File: config.mk
export PLATFORM = sky130hd
export DESIGN_NAME = copy_range_invalidation_table
export DESIGN_NICKNAME = d
export VERILOG_FILES = /design/src/hdl/crit_pkg.sv /design/src/hdl/copy_range_invalidation_table.sv /design/src/hdl/crit_ctrl.sv /design/src/hdl/crit_dpath.sv
export SDC_FILE = /design/constraint.sdc
export NUM_CORES = 2
export LEC_CHECK = 0
export BUFFER_PORTS_ARGS = -buffer_cell sky130_fd_sc_hd__buf_4
export CAP_MARGIN = 20
export CELL_PAD_IN_SITES_DETAIL_PLACEMENT = 1
export CELL_PAD_IN_SITES_GLOBAL_PLACEMENT = 2
export CORE_MARGIN = 10
export CORE_UTILIZATION = 42
export CTS_CLUSTER_DIAMETER = 50
export CTS_CLUSTER_SIZE = 10
export DETAILED_ROUTE_END_ITERATION = 12
export PLACE_DENSITY = 0.87
export SYNTH_ARGS = -nofsm -noshare
export SYNTH_HDL_FRONTEND = slang
export SYNTH_SLANG_ARGS = --single-unit
File: constraint.sdc
create_clock -name clk -period 7 [get_ports clk]
set_clock_uncertainty 0.2 [all_clocks]
set_input_delay 1.4 -clock clk [delete_from_list [all_inputs] [get_ports clk]]
set_output_delay 1.4 -clock clk [all_outputs]
set_load 0.01 [all_outputs]
File: src/hdl/crit_pkg.sv
// shared types and constants for the copy range invalidation table
// no dependencies; imported by crit_ctrl, crit_dpath and the top level
package crit_pkg;

  localparam int ADDR_W              = 32;
  localparam int LEN_W               = 32;
  localparam int COUNT_W             = 5;
  localparam int DEFAULT_TABLE_DEPTH = 16;
  localparam int S_TDATA_W           = 64;
  localparam int M_TDATA_W           = 40;
  localparam int WORD_W              = ADDR_W + LEN_W;

  localparam logic CMD_REMEMBER   = 1'b0;
  localparam logic CMD_INVALIDATE = 1'b1;
  localparam logic KIND_RETIRED   = 1'b0;
  localparam logic KIND_DONE      = 1'b1;

  typedef enum logic [1:0] {
    ST_IDLE,
    ST_SCAN,
    ST_EMIT,
    ST_DONE
  } state_t;

  typedef struct packed {
    logic load;
    logic scan;
    logic emit;
    logic finish;
  } ctrl_cmd_t;

  typedef struct packed {
    logic size_zero;
    logic is_inval;
    logic scan_done;
    logic list_empty;
    logic out_free;
  } ctrl_stat_t;

endpackage

File: src/hdl/copy_range_invalidation_table.sv
// top level of the copy range invalidation table
// depends on crit_pkg, crit_ctrl and crit_dpath
//
// Keeps up to TABLE_DEPTH tracked ranges (start address, nonzero length),
// one per start address. An input beat with tuser = 0 remembers a range: a
// held start gets its length replaced, otherwise the lowest free entry takes
// it, and with no free entry the reply carries table_full and nothing is
// stored. A beat with tuser = 1 invalidates every range overlapping
// [addr, addr+size), ends taken at 33 bits so they never wrap; each removed
// start address comes out as a kind 0 beat in ascending order, then a done
// beat (kind 1, tlast) with the count. Remember always answers with a single
// done beat. A size of zero changes nothing and answers with an empty done
// beat. One item is handled at a time: the entries are scanned through the
// single read port of the range memory, one per cycle, then an invalidate
// emits its removed starts before the done beat, and any output stall holds
// the emit and done beats. A new item is taken as soon as the done beat sits
// in the output register.
// No clearing pass after reset: valid bits are flip-flops cleared at once.
module copy_range_invalidation_table #(
  parameter int TABLE_DEPTH = crit_pkg::DEFAULT_TABLE_DEPTH
) (
  input  logic                           clk,
  input  logic                           rst,
  input  logic                           s_tvalid,
  output logic                           s_tready,
  input  logic [crit_pkg::S_TDATA_W-1:0] s_tdata,   // addr[31:0], size[63:32]
  input  logic                           s_tuser,   // command
  output logic                           m_tvalid,
  input  logic                           m_tready,
  output logic [crit_pkg::M_TDATA_W-1:0] m_tdata,   // retired_addr[31:0], retired_count[36:32],
                                                    // table_full[37], zero pad[39:38]
  output logic                           m_tuser,   // kind
  output logic                           m_tlast    // last
);
  import crit_pkg::*;

  ctrl_cmd_t  cmd;
  ctrl_stat_t stat;

  // sequencer: accept, scan, emit retired starts, done beat
  crit_ctrl u_ctrl (
    .clk      (clk),
    .rst      (rst),
    .s_tvalid (s_tvalid),
    .s_tready (s_tready),
    .stat     (stat),
    .cmd      (cmd)
  );

  // range memory, valid bits, sorted list and output register
  crit_dpath #(
    .TABLE_DEPTH (TABLE_DEPTH)
  ) u_dpath (
    .clk      (clk),
    .rst      (rst),
    .s_tdata  (s_tdata),
    .s_tuser  (s_tuser),
    .m_tvalid (m_tvalid),
    .m_tready (m_tready),
    .m_tdata  (m_tdata),
    .m_tuser  (m_tuser),
    .m_tlast  (m_tlast),
    .cmd      (cmd),
    .stat     (stat)
  );

endmodule

File: src/hdl/crit_ctrl.sv
// sequencer for the copy range invalidation table
// depends on crit_pkg; drives crit_dpath through ctrl_cmd_t, watches ctrl_stat_t
module crit_ctrl (
  input  logic                clk,
  input  logic                rst,
  input  logic                s_tvalid,
  output logic                s_tready,
  input  crit_pkg::ctrl_stat_t stat,
  output crit_pkg::ctrl_cmd_t  cmd
);
  import crit_pkg::*;

  state_t state;
  state_t state_next;

  always_ff @(posedge clk) begin
    if (rst) begin
      state <= ST_IDLE;
    end else begin
      state <= state_next;
    end
  end

  always_comb begin
    state_next = state;
    case (state)
      ST_IDLE: begin
        if (s_tvalid) begin
          state_next = ST_SCAN;
        end
      end
      ST_SCAN: begin
        if (stat.size_zero) begin
          state_next = ST_DONE;
        end else if (stat.scan_done) begin
          state_next = stat.is_inval ? ST_EMIT : ST_DONE;
        end
      end
      ST_EMIT: begin
        if (stat.list_empty) begin
          state_next = ST_DONE;
        end
      end
      ST_DONE: begin
        if (stat.out_free) begin
          state_next = ST_IDLE;
        end
      end
      default: state_next = ST_IDLE;
    endcase
  end

  always_comb begin
    s_tready   = 1'b0;
    cmd        = '0;
    case (state)
      ST_IDLE: begin
        s_tready = 1'b1;
        cmd.load = s_tvalid;
      end
      ST_SCAN: begin
        cmd.scan = !stat.size_zero && !stat.scan_done;
      end
      ST_EMIT: begin
        cmd.emit = !stat.list_empty && stat.out_free;
      end
      ST_DONE: begin
        cmd.finish = stat.out_free;
      end
      default: begin
        s_tready = 1'b0;
      end
    endcase
  end

endmodule

File: src/hdl/crit_dpath.sv
// range memory, valid bits, sorted retire list and output register
// depends on crit_pkg; sequenced by crit_ctrl
module crit_dpath #(
  parameter int TABLE_DEPTH = crit_pkg::DEFAULT_TABLE_DEPTH
) (
  input  logic                           clk,
  input  logic                           rst,
  input  logic [crit_pkg::S_TDATA_W-1:0] s_tdata,
  input  logic                           s_tuser,
  output logic                           m_tvalid,
  input  logic                           m_tready,
  output logic [crit_pkg::M_TDATA_W-1:0] m_tdata,
  output logic                           m_tuser,
  output logic                           m_tlast,
  input  crit_pkg::ctrl_cmd_t            cmd,
  output crit_pkg::ctrl_stat_t           stat
);
  import crit_pkg::*;

  localparam int IDX_W = (TABLE_DEPTH > 1) ? $clog2(TABLE_DEPTH) : 1;
  localparam int CNT_W = $clog2(TABLE_DEPTH + 1);
  localparam int PAD_W = M_TDATA_W - ADDR_W - COUNT_W - 1;

  // latched item
  logic              item_cmd;
  logic [ADDR_W-1:0] item_addr;
  logic [LEN_W-1:0]  item_size;
  logic [ADDR_W:0]   item_dend;
  logic              size_zero;

  // scan pipeline
  logic [CNT_W-1:0]  iss_idx;
  logic              issue;
  logic              chk_vld;
  logic [IDX_W-1:0]  chk_idx;
  logic [WORD_W-1:0] rd_word;
  logic [ADDR_W-1:0] rd_start;
  logic [LEN_W-1:0]  rd_len;
  logic [ADDR_W:0]   rd_end;
  logic              overlap;
  logic              inv_hit;

  // table
  logic [WORD_W-1:0]      mem [TABLE_DEPTH];
  logic [TABLE_DEPTH-1:0] entry_valid;
  logic                   match_found;
  logic [IDX_W-1:0]       match_idx;
  logic                   free_found;
  logic [IDX_W-1:0]       free_idx;
  logic                   commit;
  logic [IDX_W-1:0]       wr_idx;
  logic                   full_flag;

  // sorted retire list
  logic [ADDR_W-1:0]      list     [TABLE_DEPTH];
  logic [ADDR_W-1:0]      list_ins [TABLE_DEPTH];
  logic [TABLE_DEPTH-1:0] gt;
  logic [CNT_W-1:0]       n_total;
  logic [CNT_W-1:0]       n_left;

  // output register
  logic              out_free;
  logic [ADDR_W-1:0] out_addr;
  logic [COUNT_W-1:0] out_count;
  logic              out_full;

  assign size_zero = (item_size == '0);
  assign issue     = cmd.scan && (iss_idx != CNT_W'(TABLE_DEPTH));
  assign rd_start  = rd_word[ADDR_W-1:0];
  assign rd_len    = rd_word[WORD_W-1:ADDR_W];
  assign rd_end    = {1'b0, rd_start} + {1'b0, rd_len};
  assign overlap   = (item_dend > {1'b0, rd_start}) && ({1'b0, item_addr} < rd_end);
  assign inv_hit   = chk_vld && (item_cmd == CMD_INVALIDATE) && entry_valid[chk_idx] && overlap;
  assign commit    = cmd.finish && (item_cmd == CMD_REMEMBER) && !size_zero
                     && (match_found || free_found);
  assign wr_idx    = match_found ? match_idx : free_idx;
  assign full_flag = (item_cmd == CMD_REMEMBER) && !size_zero && !match_found && !free_found;
  assign out_free  = !m_tvalid || m_tready;

  assign stat.size_zero  = size_zero;
  assign stat.is_inval   = (item_cmd == CMD_INVALIDATE);
  assign stat.scan_done  = (iss_idx == CNT_W'(TABLE_DEPTH)) && !chk_vld;
  assign stat.list_empty = (n_left == '0);
  assign stat.out_free   = out_free;

  // item latch
  always_ff @(posedge clk) begin
    if (cmd.load) begin
      item_cmd  <= s_tuser;
      item_addr <= s_tdata[ADDR_W-1:0];
      item_size <= s_tdata[ADDR_W+LEN_W-1:ADDR_W];
      item_dend <= {1'b0, s_tdata[ADDR_W-1:0]} + {1'b0, s_tdata[ADDR_W+LEN_W-1:ADDR_W]};
    end
  end

  // range memory: one read port for the scan, one write port for remember
  always_ff @(posedge clk) begin
    if (issue) begin
      rd_word <= mem[iss_idx[IDX_W-1:0]];
    end
  end

  always_ff @(posedge clk) begin
    if (commit) begin
      mem[wr_idx] <= {item_size, item_addr};
    end
  end

  // scan counters
  always_ff @(posedge clk) begin
    if (rst) begin
      chk_vld <= 1'b0;
      iss_idx <= '0;
    end else if (cmd.load) begin
      chk_vld <= 1'b0;
      iss_idx <= '0;
    end else begin
      chk_vld <= issue;
      if (issue) begin
        iss_idx <= iss_idx + CNT_W'(1);
      end
    end
  end

  always_ff @(posedge clk) begin
    if (issue) begin
      chk_idx <= iss_idx[IDX_W-1:0];
    end
  end

  // remember lookup: held start and lowest free entry
  always_ff @(posedge clk) begin
    if (rst) begin
      match_found <= 1'b0;
      free_found  <= 1'b0;
    end else if (cmd.load) begin
      match_found <= 1'b0;
      free_found  <= 1'b0;
    end else if (chk_vld && (item_cmd == CMD_REMEMBER)) begin
      if (entry_valid[chk_idx] && (rd_start == item_addr)) begin
        match_found <= 1'b1;
        match_idx   <= chk_idx;
      end
      if (!entry_valid[chk_idx] && !free_found) begin
        free_found <= 1'b1;
        free_idx   <= chk_idx;
      end
    end
  end

  always_ff @(posedge clk) begin
    if (rst) begin
      entry_valid <= '0;
    end else if (inv_hit) begin
      entry_valid[chk_idx] <= 1'b0;
    end else if (commit) begin
      entry_valid[wr_idx] <= 1'b1;
    end
  end

  // insertion into the ascending list, every slot decides on its own
  always_comb begin
    logic              prev_gt;
    logic [ADDR_W-1:0] prev_val;
    for (int j = 0; j < TABLE_DEPTH; j++) begin
      gt[j] = (CNT_W'(j) < n_total) && (list[j] > rd_start);
    end
    for (int j = 0; j < TABLE_DEPTH; j++) begin
      if (j == 0) begin
        prev_gt  = 1'b0;
        prev_val = rd_start;
      end else begin
        prev_gt  = gt[j-1];
        prev_val = list[j-1];
      end
      if (CNT_W'(j) < n_total) begin
        list_ins[j] = gt[j] ? (prev_gt ? prev_val : rd_start) : list[j];
      end else if (CNT_W'(j) == n_total) begin
        list_ins[j] = prev_gt ? prev_val : rd_start;
      end else begin
        list_ins[j] = list[j];
      end
    end
  end

  always_ff @(posedge clk) begin
    if (inv_hit) begin
      list <= list_ins;
    end else if (cmd.emit) begin
      for (int j = 0; j < TABLE_DEPTH; j++) begin
        list[j] <= list[(j + 1 < TABLE_DEPTH) ? j + 1 : j];
      end
    end
  end

  always_ff @(posedge clk) begin
    if (rst) begin
      n_total <= '0;
      n_left  <= '0;
    end else if (cmd.load) begin
      n_total <= '0;
      n_left  <= '0;
    end else if (inv_hit) begin
      n_total <= n_total + CNT_W'(1);
      n_left  <= n_left + CNT_W'(1);
    end else if (cmd.emit) begin
      n_left <= n_left - CNT_W'(1);
    end
  end

  // output register
  always_ff @(posedge clk) begin
    if (rst) begin
      m_tvalid <= 1'b0;
    end else if (cmd.emit || cmd.finish) begin
      m_tvalid <= 1'b1;
    end else if (m_tready) begin
      m_tvalid <= 1'b0;
    end
  end

  always_ff @(posedge clk) begin
    if (cmd.emit) begin
      m_tuser   <= KIND_RETIRED;
      m_tlast   <= 1'b0;
      out_addr  <= list[0];
      out_count <= '0;
      out_full  <= 1'b0;
    end else if (cmd.finish) begin
      m_tuser   <= KIND_DONE;
      m_tlast   <= 1'b1;
      out_addr  <= '0;
      out_count <= COUNT_W'(n_total);
      out_full  <= full_flag;
    end
  end

  assign m_tdata = {{PAD_W{1'b0}}, out_full, out_count, out_addr};

endmodule

Yosys cells after proc, flatten, opt, wreduce, memory -nomap -nowiden
Memories as Yosys holds them, arrays and structs flattened. A register that Yosys moved wholly into a read port is not among the register bits.
Cells that the tools add are included.
{ "totals": {"ff_bits": 698, "ramBits": 1024, "in_bits": 69, "output_inout_bits": 44, "word_cells": 314, "mem_count": 1} }
{ "op_classes": {"n_addsub": 6, "magnitude_cmp": 38, "eq_ne": 56, "mux": 94, "bitwise_logic": 6, "reduce_logical": 77} }
{ "memory_table": {"columns": ["name", "words", "word_bits", "read_ports", "rd_clocked_by_memory_dff", "wr", "line_no", "text"], "rows": [
  ["u_dpath.mem", 16, 64, 1, 1, 1, "crit_dpath.sv:44", "logic [WORD_W-1:0] mem [TABLE_DEPTH];"]
]} }
{ "ops": {"columns": ["operator", "count"], "rows": [
  ["2-to-1 mux 32 bit", 65],
  ["2-to-1 mux 512 bit", 2],
  ["greater-than comparator 32 bit", 16],
  ["!= test 3 bit, second input constant", 30],
  ["adder 32 x 32 -> 33 bit", 2],
  ["AND reduction 3 bit", 16],
  ["== test 4 x 5 -> 1 bit, first input constant", 8],
  ["less-than comparator 4 x 5 -> 1 bit, first input constant", 8],
  ["logical AND 1 bit", 35],
  ["greater-than comparator 33 x 32 -> 1 bit", 1],
  ["less-than comparator 32 x 33 -> 1 bit", 1],
  ["== test 32 bit", 1],
  ["zero test 32 bit", 1],
  ["2-to-1 mux 16 bit", 2],
  ["== test 3 x 5 -> 1 bit, first input constant", 4],
  ["less-than comparator 3 x 5 -> 1 bit, first input constant", 4],
  ["AND 16 bit", 1],
  ["inverter 16 bit", 1],
  ["OR 16 bit", 1],
  ["adder 5 x 1 -> 5 bit, second input constant", 3],
  ["2-to-1 mux 1 bit", 13],
  ["AND reduction 4 bit", 3],
  ["== test 2 x 5 -> 1 bit, first input constant", 2],
  ["zero test 5 bit", 2],
  ["other kinds (26)", 55]
]} }

Depth between registers and ports, before layout
{ "depth": {"depth_word": 8, "mapped_depth": 31, "depth_no_buf": 27} }

Hierarchy
A second synthesis with hierarchy kept.
{ "hier_totals": {"hier_cells": 6206, "area_unflattened_um2": 89325.7} }
{ "modules_own_cells": {"columns": ["module", "instances", "cells_each", "area_each_um2", "seq_area_each_um2"], "rows": [
  ["crit_dpath", 1, 6182, 89109.2, 53151.0],
  ["crit_ctrl", 1, 24, 216.5, 40.0]
]} }

Worst setup path after synthesis
OpenSTA, ideal clock, no wires.
{ "synth_path": {"path_type": "register -> register", "startpoint": "reg u_dpath.rd_word[0], read port of u_dpath.mem", "endpoint": "reg u_dpath.list[128] in the netlist's numbering, enable pin", "setup_ns": 0.441, "t_arrival_ns": 6.517, "t_required_ns": 6.359, "slack_ns": -0.158, "path_stages_with_launch": 22, "n_path_buf": 1, "synth_period_minus_slack_ns": 7.158, "cell_sequence": "edfxtp_1 ha_1 fa_1 a21oi_1 nand4b_1 nand3_1 a311oi_1 o22a_1 o211ai_1 a21o_1 a21o_1 o311ai_0 ha_1 o21a_1 o21ai_1 o21bai_1 a2111oi_0 a221oi_1 a31oi_4 nor2_1 clkbuf_1 a31oi_1"} }
{ "synth_between": {"elab_chain_cells": 6, "elab_cells_between_ends": 11, "cone_classes": "1 x add/sub; 3 x order compare; 2 x eq/ne; 5 x reduce/logical"} }
{ "synth_lines": {"columns": ["item", "line_no", "text"], "rows": [
  ["start: declaration", "crit_dpath.sv:36", "logic [WORD_W-1:0] rd_word;"],
  ["adder 32 x 32 -> 33 bit", "crit_dpath.sv:71", "assign rd_end = {1'b0, rd_start} + {1'b0, rd_len};"],
  ["less-than comparator 32 x 33 -> 1 bit", "crit_dpath.sv:72", "assign overlap = (item_dend > {1'b0, rd_start}) && ({1'b0, item_addr} < rd_end);"],
  ["logical AND 1 bit", "crit_dpath.sv:72", null],
  ["logical AND 1 bit", "crit_dpath.sv:73", "assign inv_hit = chk_vld && (item_cmd == CMD_INVALIDATE) && entry_valid[chk_idx] && overlap;"],
  ["!= test 3 bit (no line) / nonzero test 2 bit (equally long branches)", null, null],
  ["AND reduction 3 bit (no line) (*)", null, null],
  ["end signal: assignment", "crit_dpath.sv:188", "list <= list_ins;"],
  ["end signal: indexed assignment", "crit_dpath.sv:191", "list[j] <= list[(j + 1 < TABLE_DEPTH) ? j + 1 : j];"],
  ["end: declaration", "crit_dpath.sv:55", "logic [ADDR_W-1:0] list [TABLE_DEPTH];"]
]} }
Mark *: on every way between the ends. The rest lies on a longest branch, timed or not.
A chain may end at the register's enable or synchronous reset.

Worst setup path in the final report
{ "layout_path": {"startpoint": "reg u_dpath.rd_word[0], read port of u_dpath.mem", "endpoint": "reg u_dpath.list[277] in the netlist's numbering, enable pin"} }
Same word-level chain as after synthesis.

==> metrics.md <==
| Metric | Value |
|---|---|
| Post-synth top area share | `58.7%` |
| CP max-delay cell | `buf_4` |
| CTS Root Cell | `clkbuf_16` |
| Vias in the first global route | `60.8k` |
| Cell Area, Placed | `93,900 sq um` |
| FP Rows | `169` |
| Starting Density | `42.1%` |
| Hold Crit Class | `reg -> reg` |
| TNS Setup | `0 ps` |
| Final hold violation count | `0` |
| Routed len/inst | `31.5 um` |
| Synth Register Bits | `1,786` |
| Mux share of post-synthesis cell area | `13.6%` |
| Reg clk slew, reported paths | `60 ps` |
| Gr ovfl total | `0` |
| Die area | `231,000 sq um` |
| Post-Synth Adder-Cell Area | `9.21%` |
| Min cycle time layout | `6700 ps` |
| Sequential element share of the synthesized area | `59.7%` |
| Slowest Stage Delay on Critical Path | `480 ps` |
| Synth top area cells | `edfxtp_1, ha_1, mux4_2` |
| Synth area leader | `edfxtp_1` |
| Final setup viols | `0` |
| Hold buffers post-CTS | `0` |
| EDFF count, synth | `1,742` |
| Dominant synthesized flop cell | `edfxtp_1` |
| Filler cells | `20.7k` |
| DR vias/cell | `6.21` |
| Final #Nets | `7,133` |
| Die width | `481 um` |
| Area grow syn2layout | `13.3%` |
| CP delay by family, top | `compound AO/OA/AOI/OAI gates` |
| Layout cells sized above 1 | `15.3%` |
| Max-slew violations | `0` |
| Total CTS buffers | `221` |
| Largest net degree at the start of global routing | `187` |
| Initial antenna violation count | `6` |
| Main combinational cell family by area after synthesis | `multiplexers` |
| Status | `complete, no violations` |
| Drt initial violations | `6,692` |
| Detailed Routing Iterations Pass 1 | `8` |
| Placer congestion estimate | `0.902` |
| Finished Layout Cells | `9,355` |
| Fmax | `149 MHz` |
| Critical Path Start Type | `flip-flop` |
| GRT Total Usage | `24.9%` |
| Cells after DPL | `8,989` |
| Post-route cell area | `101,000 sq um` |
| Simple-gate share of the synthesized area | `6.29%` |
| Io pins | `113` |
| CTS tree | `done` |
| Pleak | `37.4 nW` |
| Maximum VDD drop | `0.297 mV` |
| Synth warn | `0` |
| Max-Cap Viols | `0` |
| First-pass GRT wire length | `426,000 um` |
| Tcrit/Tclk final | `95.7%` |
| PortBufs | `110` |
| Commonest non-fill, non-tap cell in the layout | `edfxtp_1` |
| Normalized max-slew margin | `13.8%` |
| Most common cell on crit path | `buf_4` |
| Mapped Avg Cell Area | `14.3 sq um` |
| Clk_lat worst skew | `890 ps` |
| Synthesized area | `89,100 sq um` |
| Pwr dens | `313 nW/um^2` |
| Final wirelength | `295,000 um` |
| Setup CP Type | `reg -> reg` |
| Synth Area in Compound Gates | `8.07%` |
| WP buf/inv | `5` |
| CP arrival | `7000 ps` |
| Final ANT Viol Nets | `0` |
| Die Y | `481 um` |
| CP Capture Type | `flip-flop` |
| Residual DRC | `0` |
| Via Count | `58.1k` |
| Most frequent cells in the layout | `edfxtp_1, ha_1, nand2_1, o21ai_0, mux2i_1` |
| Post-DP HPWL | `192,000 um` |
| Final core occ | `47.7%` |
| Clk sinks | `1,786` |
| H-tree depth | `4` |
| CTS Buffer Depth | `3` |
| Cells after synthesis | `6,219` |
| Slew @ Worst Pin | `1280 ps` |
| XOR/XNOR share of the synthesized area | `0.924%` |
| CORE AREA | `212,000 sq um` |
| Req. time, crit path | `7300 ps` |
| Worst Path Max Fanout | `32` |
| Post-synth cell types | `81` |
| Post-synth ARST share | `0%` |
==> path summary, 6_finish.rpt <==
| check | start | endpoint | slack [ps] | cells past startpoint |
|---|---|---|---|---|
| max | u_dpath.rd_word[0] | u_dpath.list[277] | 300 | 25 |
| min | u_dpath.out_count[4] | u_dpath.out_count[4] | 260 | 2 |
| min reg2reg | u_dpath.out_count[4] | u_dpath.out_count[4] | 260 | 2 |
| max reg2reg | u_dpath.rd_word[0] | u_dpath.list[277] | 300 | 25 |
==> registers in the layout (all words and copies together), names as in the netlist <==
register / cells
u_dpath.m_tuser: 1
u_dpath.item_dend: 33
u_dpath.n_left: 5
u_dpath.entry_valid: 16
u_dpath.m_tvalid: 1
u_dpath.n_total: 5
u_dpath.iss_idx: 5
u_dpath.item_addr: 32
u_dpath.out_addr: 32
u_dpath.chk_idx: 4
u_dpath.chk_vld: 1
u_dpath.rd_word: 64
u_dpath.out_count: 5
u_dpath.mem: 1024
u_dpath.list: 512
u_dpath.item_size: 32
u_dpath.match_idx: 4
u_dpath.free_found: 1
u_dpath.match_found: 1
u_ctrl.state: 2
u_dpath.free_idx: 4
u_dpath.item_cmd: 1
u_dpath.out_full: 1
==> layer usage <==
layer / track usage (%) / wire length [um] / up-vias
met4: 12.3 / 16200 / 6
met2: 40.8 / 141000 / 2774
li1: - / - / 24700
met3: 3.45 / 20500 / 628
met5: 0 / 68 / -
met1: 32.5 / 117000 / 30000
==> through the flow <==
stage | hold slack (ps) | total power [mW] | setup slack [ps]
after floorplan | 206 | 17.7 | -158
after global placement | 249 | 20.4 | 257
after detailed placement | 257 | 20.8 | 239
after CTS | 264 | 31.6 | 171
after global routing | 287 | 32.8 | -12.6
final | 264 | 31.6 | 303
==> worst min-delay path: stages (launching register included) <==
cell     delay, ps
dfxtp_1        310
nand2_1         50
a21oi_1         50
==> repair_timing <==
action / CTS / global route
setup endpoints to repair: 0 / 318
buffers inserted: 0 / 13
resized for setup: 0 / 3
==> power by group <==
part	internal, mW	switching (mW)
registers	12.5	0.732
logic	2.90	4.66
clock network	6.27	4.56
==> Yosys cell counts, types with 13 or more instances <==
| cell type | count |
|---|---|
| buf_1 | 34 |
| nand2b_1 | 33 |
| a211oi_1 | 24 |
| nand4_1 | 125 |
| nor4_1 | 26 |
| a31oi_1 | 28 |
| o21ai_1 | 65 |
| ha_1 | 651 |
| nor2b_1 | 68 |
| buf_4 | 34 |
| nor2_1 | 197 |
| nor3_1 | 45 |
| o21a_1 | 50 |
| and2_1 | 36 |
| o21bai_1 | 13 |
| xor2_1 | 24 |
| nand2_1 | 572 |
| nand3_1 | 67 |
| xnor2_1 | 70 |
| clkbuf_1 | 201 |
| a21oi_1 | 229 |
| a21o_1 | 160 |
| and3_1 | 17 |
| mux4_2 | 325 |
| o211ai_1 | 22 |
| mux2i_1 | 484 |
| inv_1 | 103 |
| buf_2 | 52 |
| o21ai_0 | 525 |
| dfxtp_1 | 44 |
| edfxtp_1 | 1742 |
==> area by class of cell <==
cell class / instances / area (sq um) / area share [%]
clock inverter: 65 / 800 / 0.792
multi-input combinational: 3994 / 34500 / 34.1
timing repair buffer: 303 / 2610 / 2.58
sequential: 1786 / 53200 / 52.7
tap: 2821 / 3530 / 3.50
inverter: 104 / 398 / 0.394
clock buffer: 281 / 5950 / 5.90
antenna: 1 / 2.50 / 0.00248
==> logic make-up (layout without fill, tap and decap cells) <==
| logic type | Yosys count | count (layout) |
|---|---|---|
| AOI/OAI and AO/OA | 1214 | 1216 |
| xor gates and xnor gates | 94 | 94 |
| adders and majority gates | 654 | 654 |
| buffers and inverters | 442 | 753 |
| DFF | 1786 | 1786 |
| muxes | 809 | 809 |
| other | 1 | 3 |
| and+or+nand+nor | 1219 | 1219 |
Note: power is estimated with default switching activity, not from simulation.
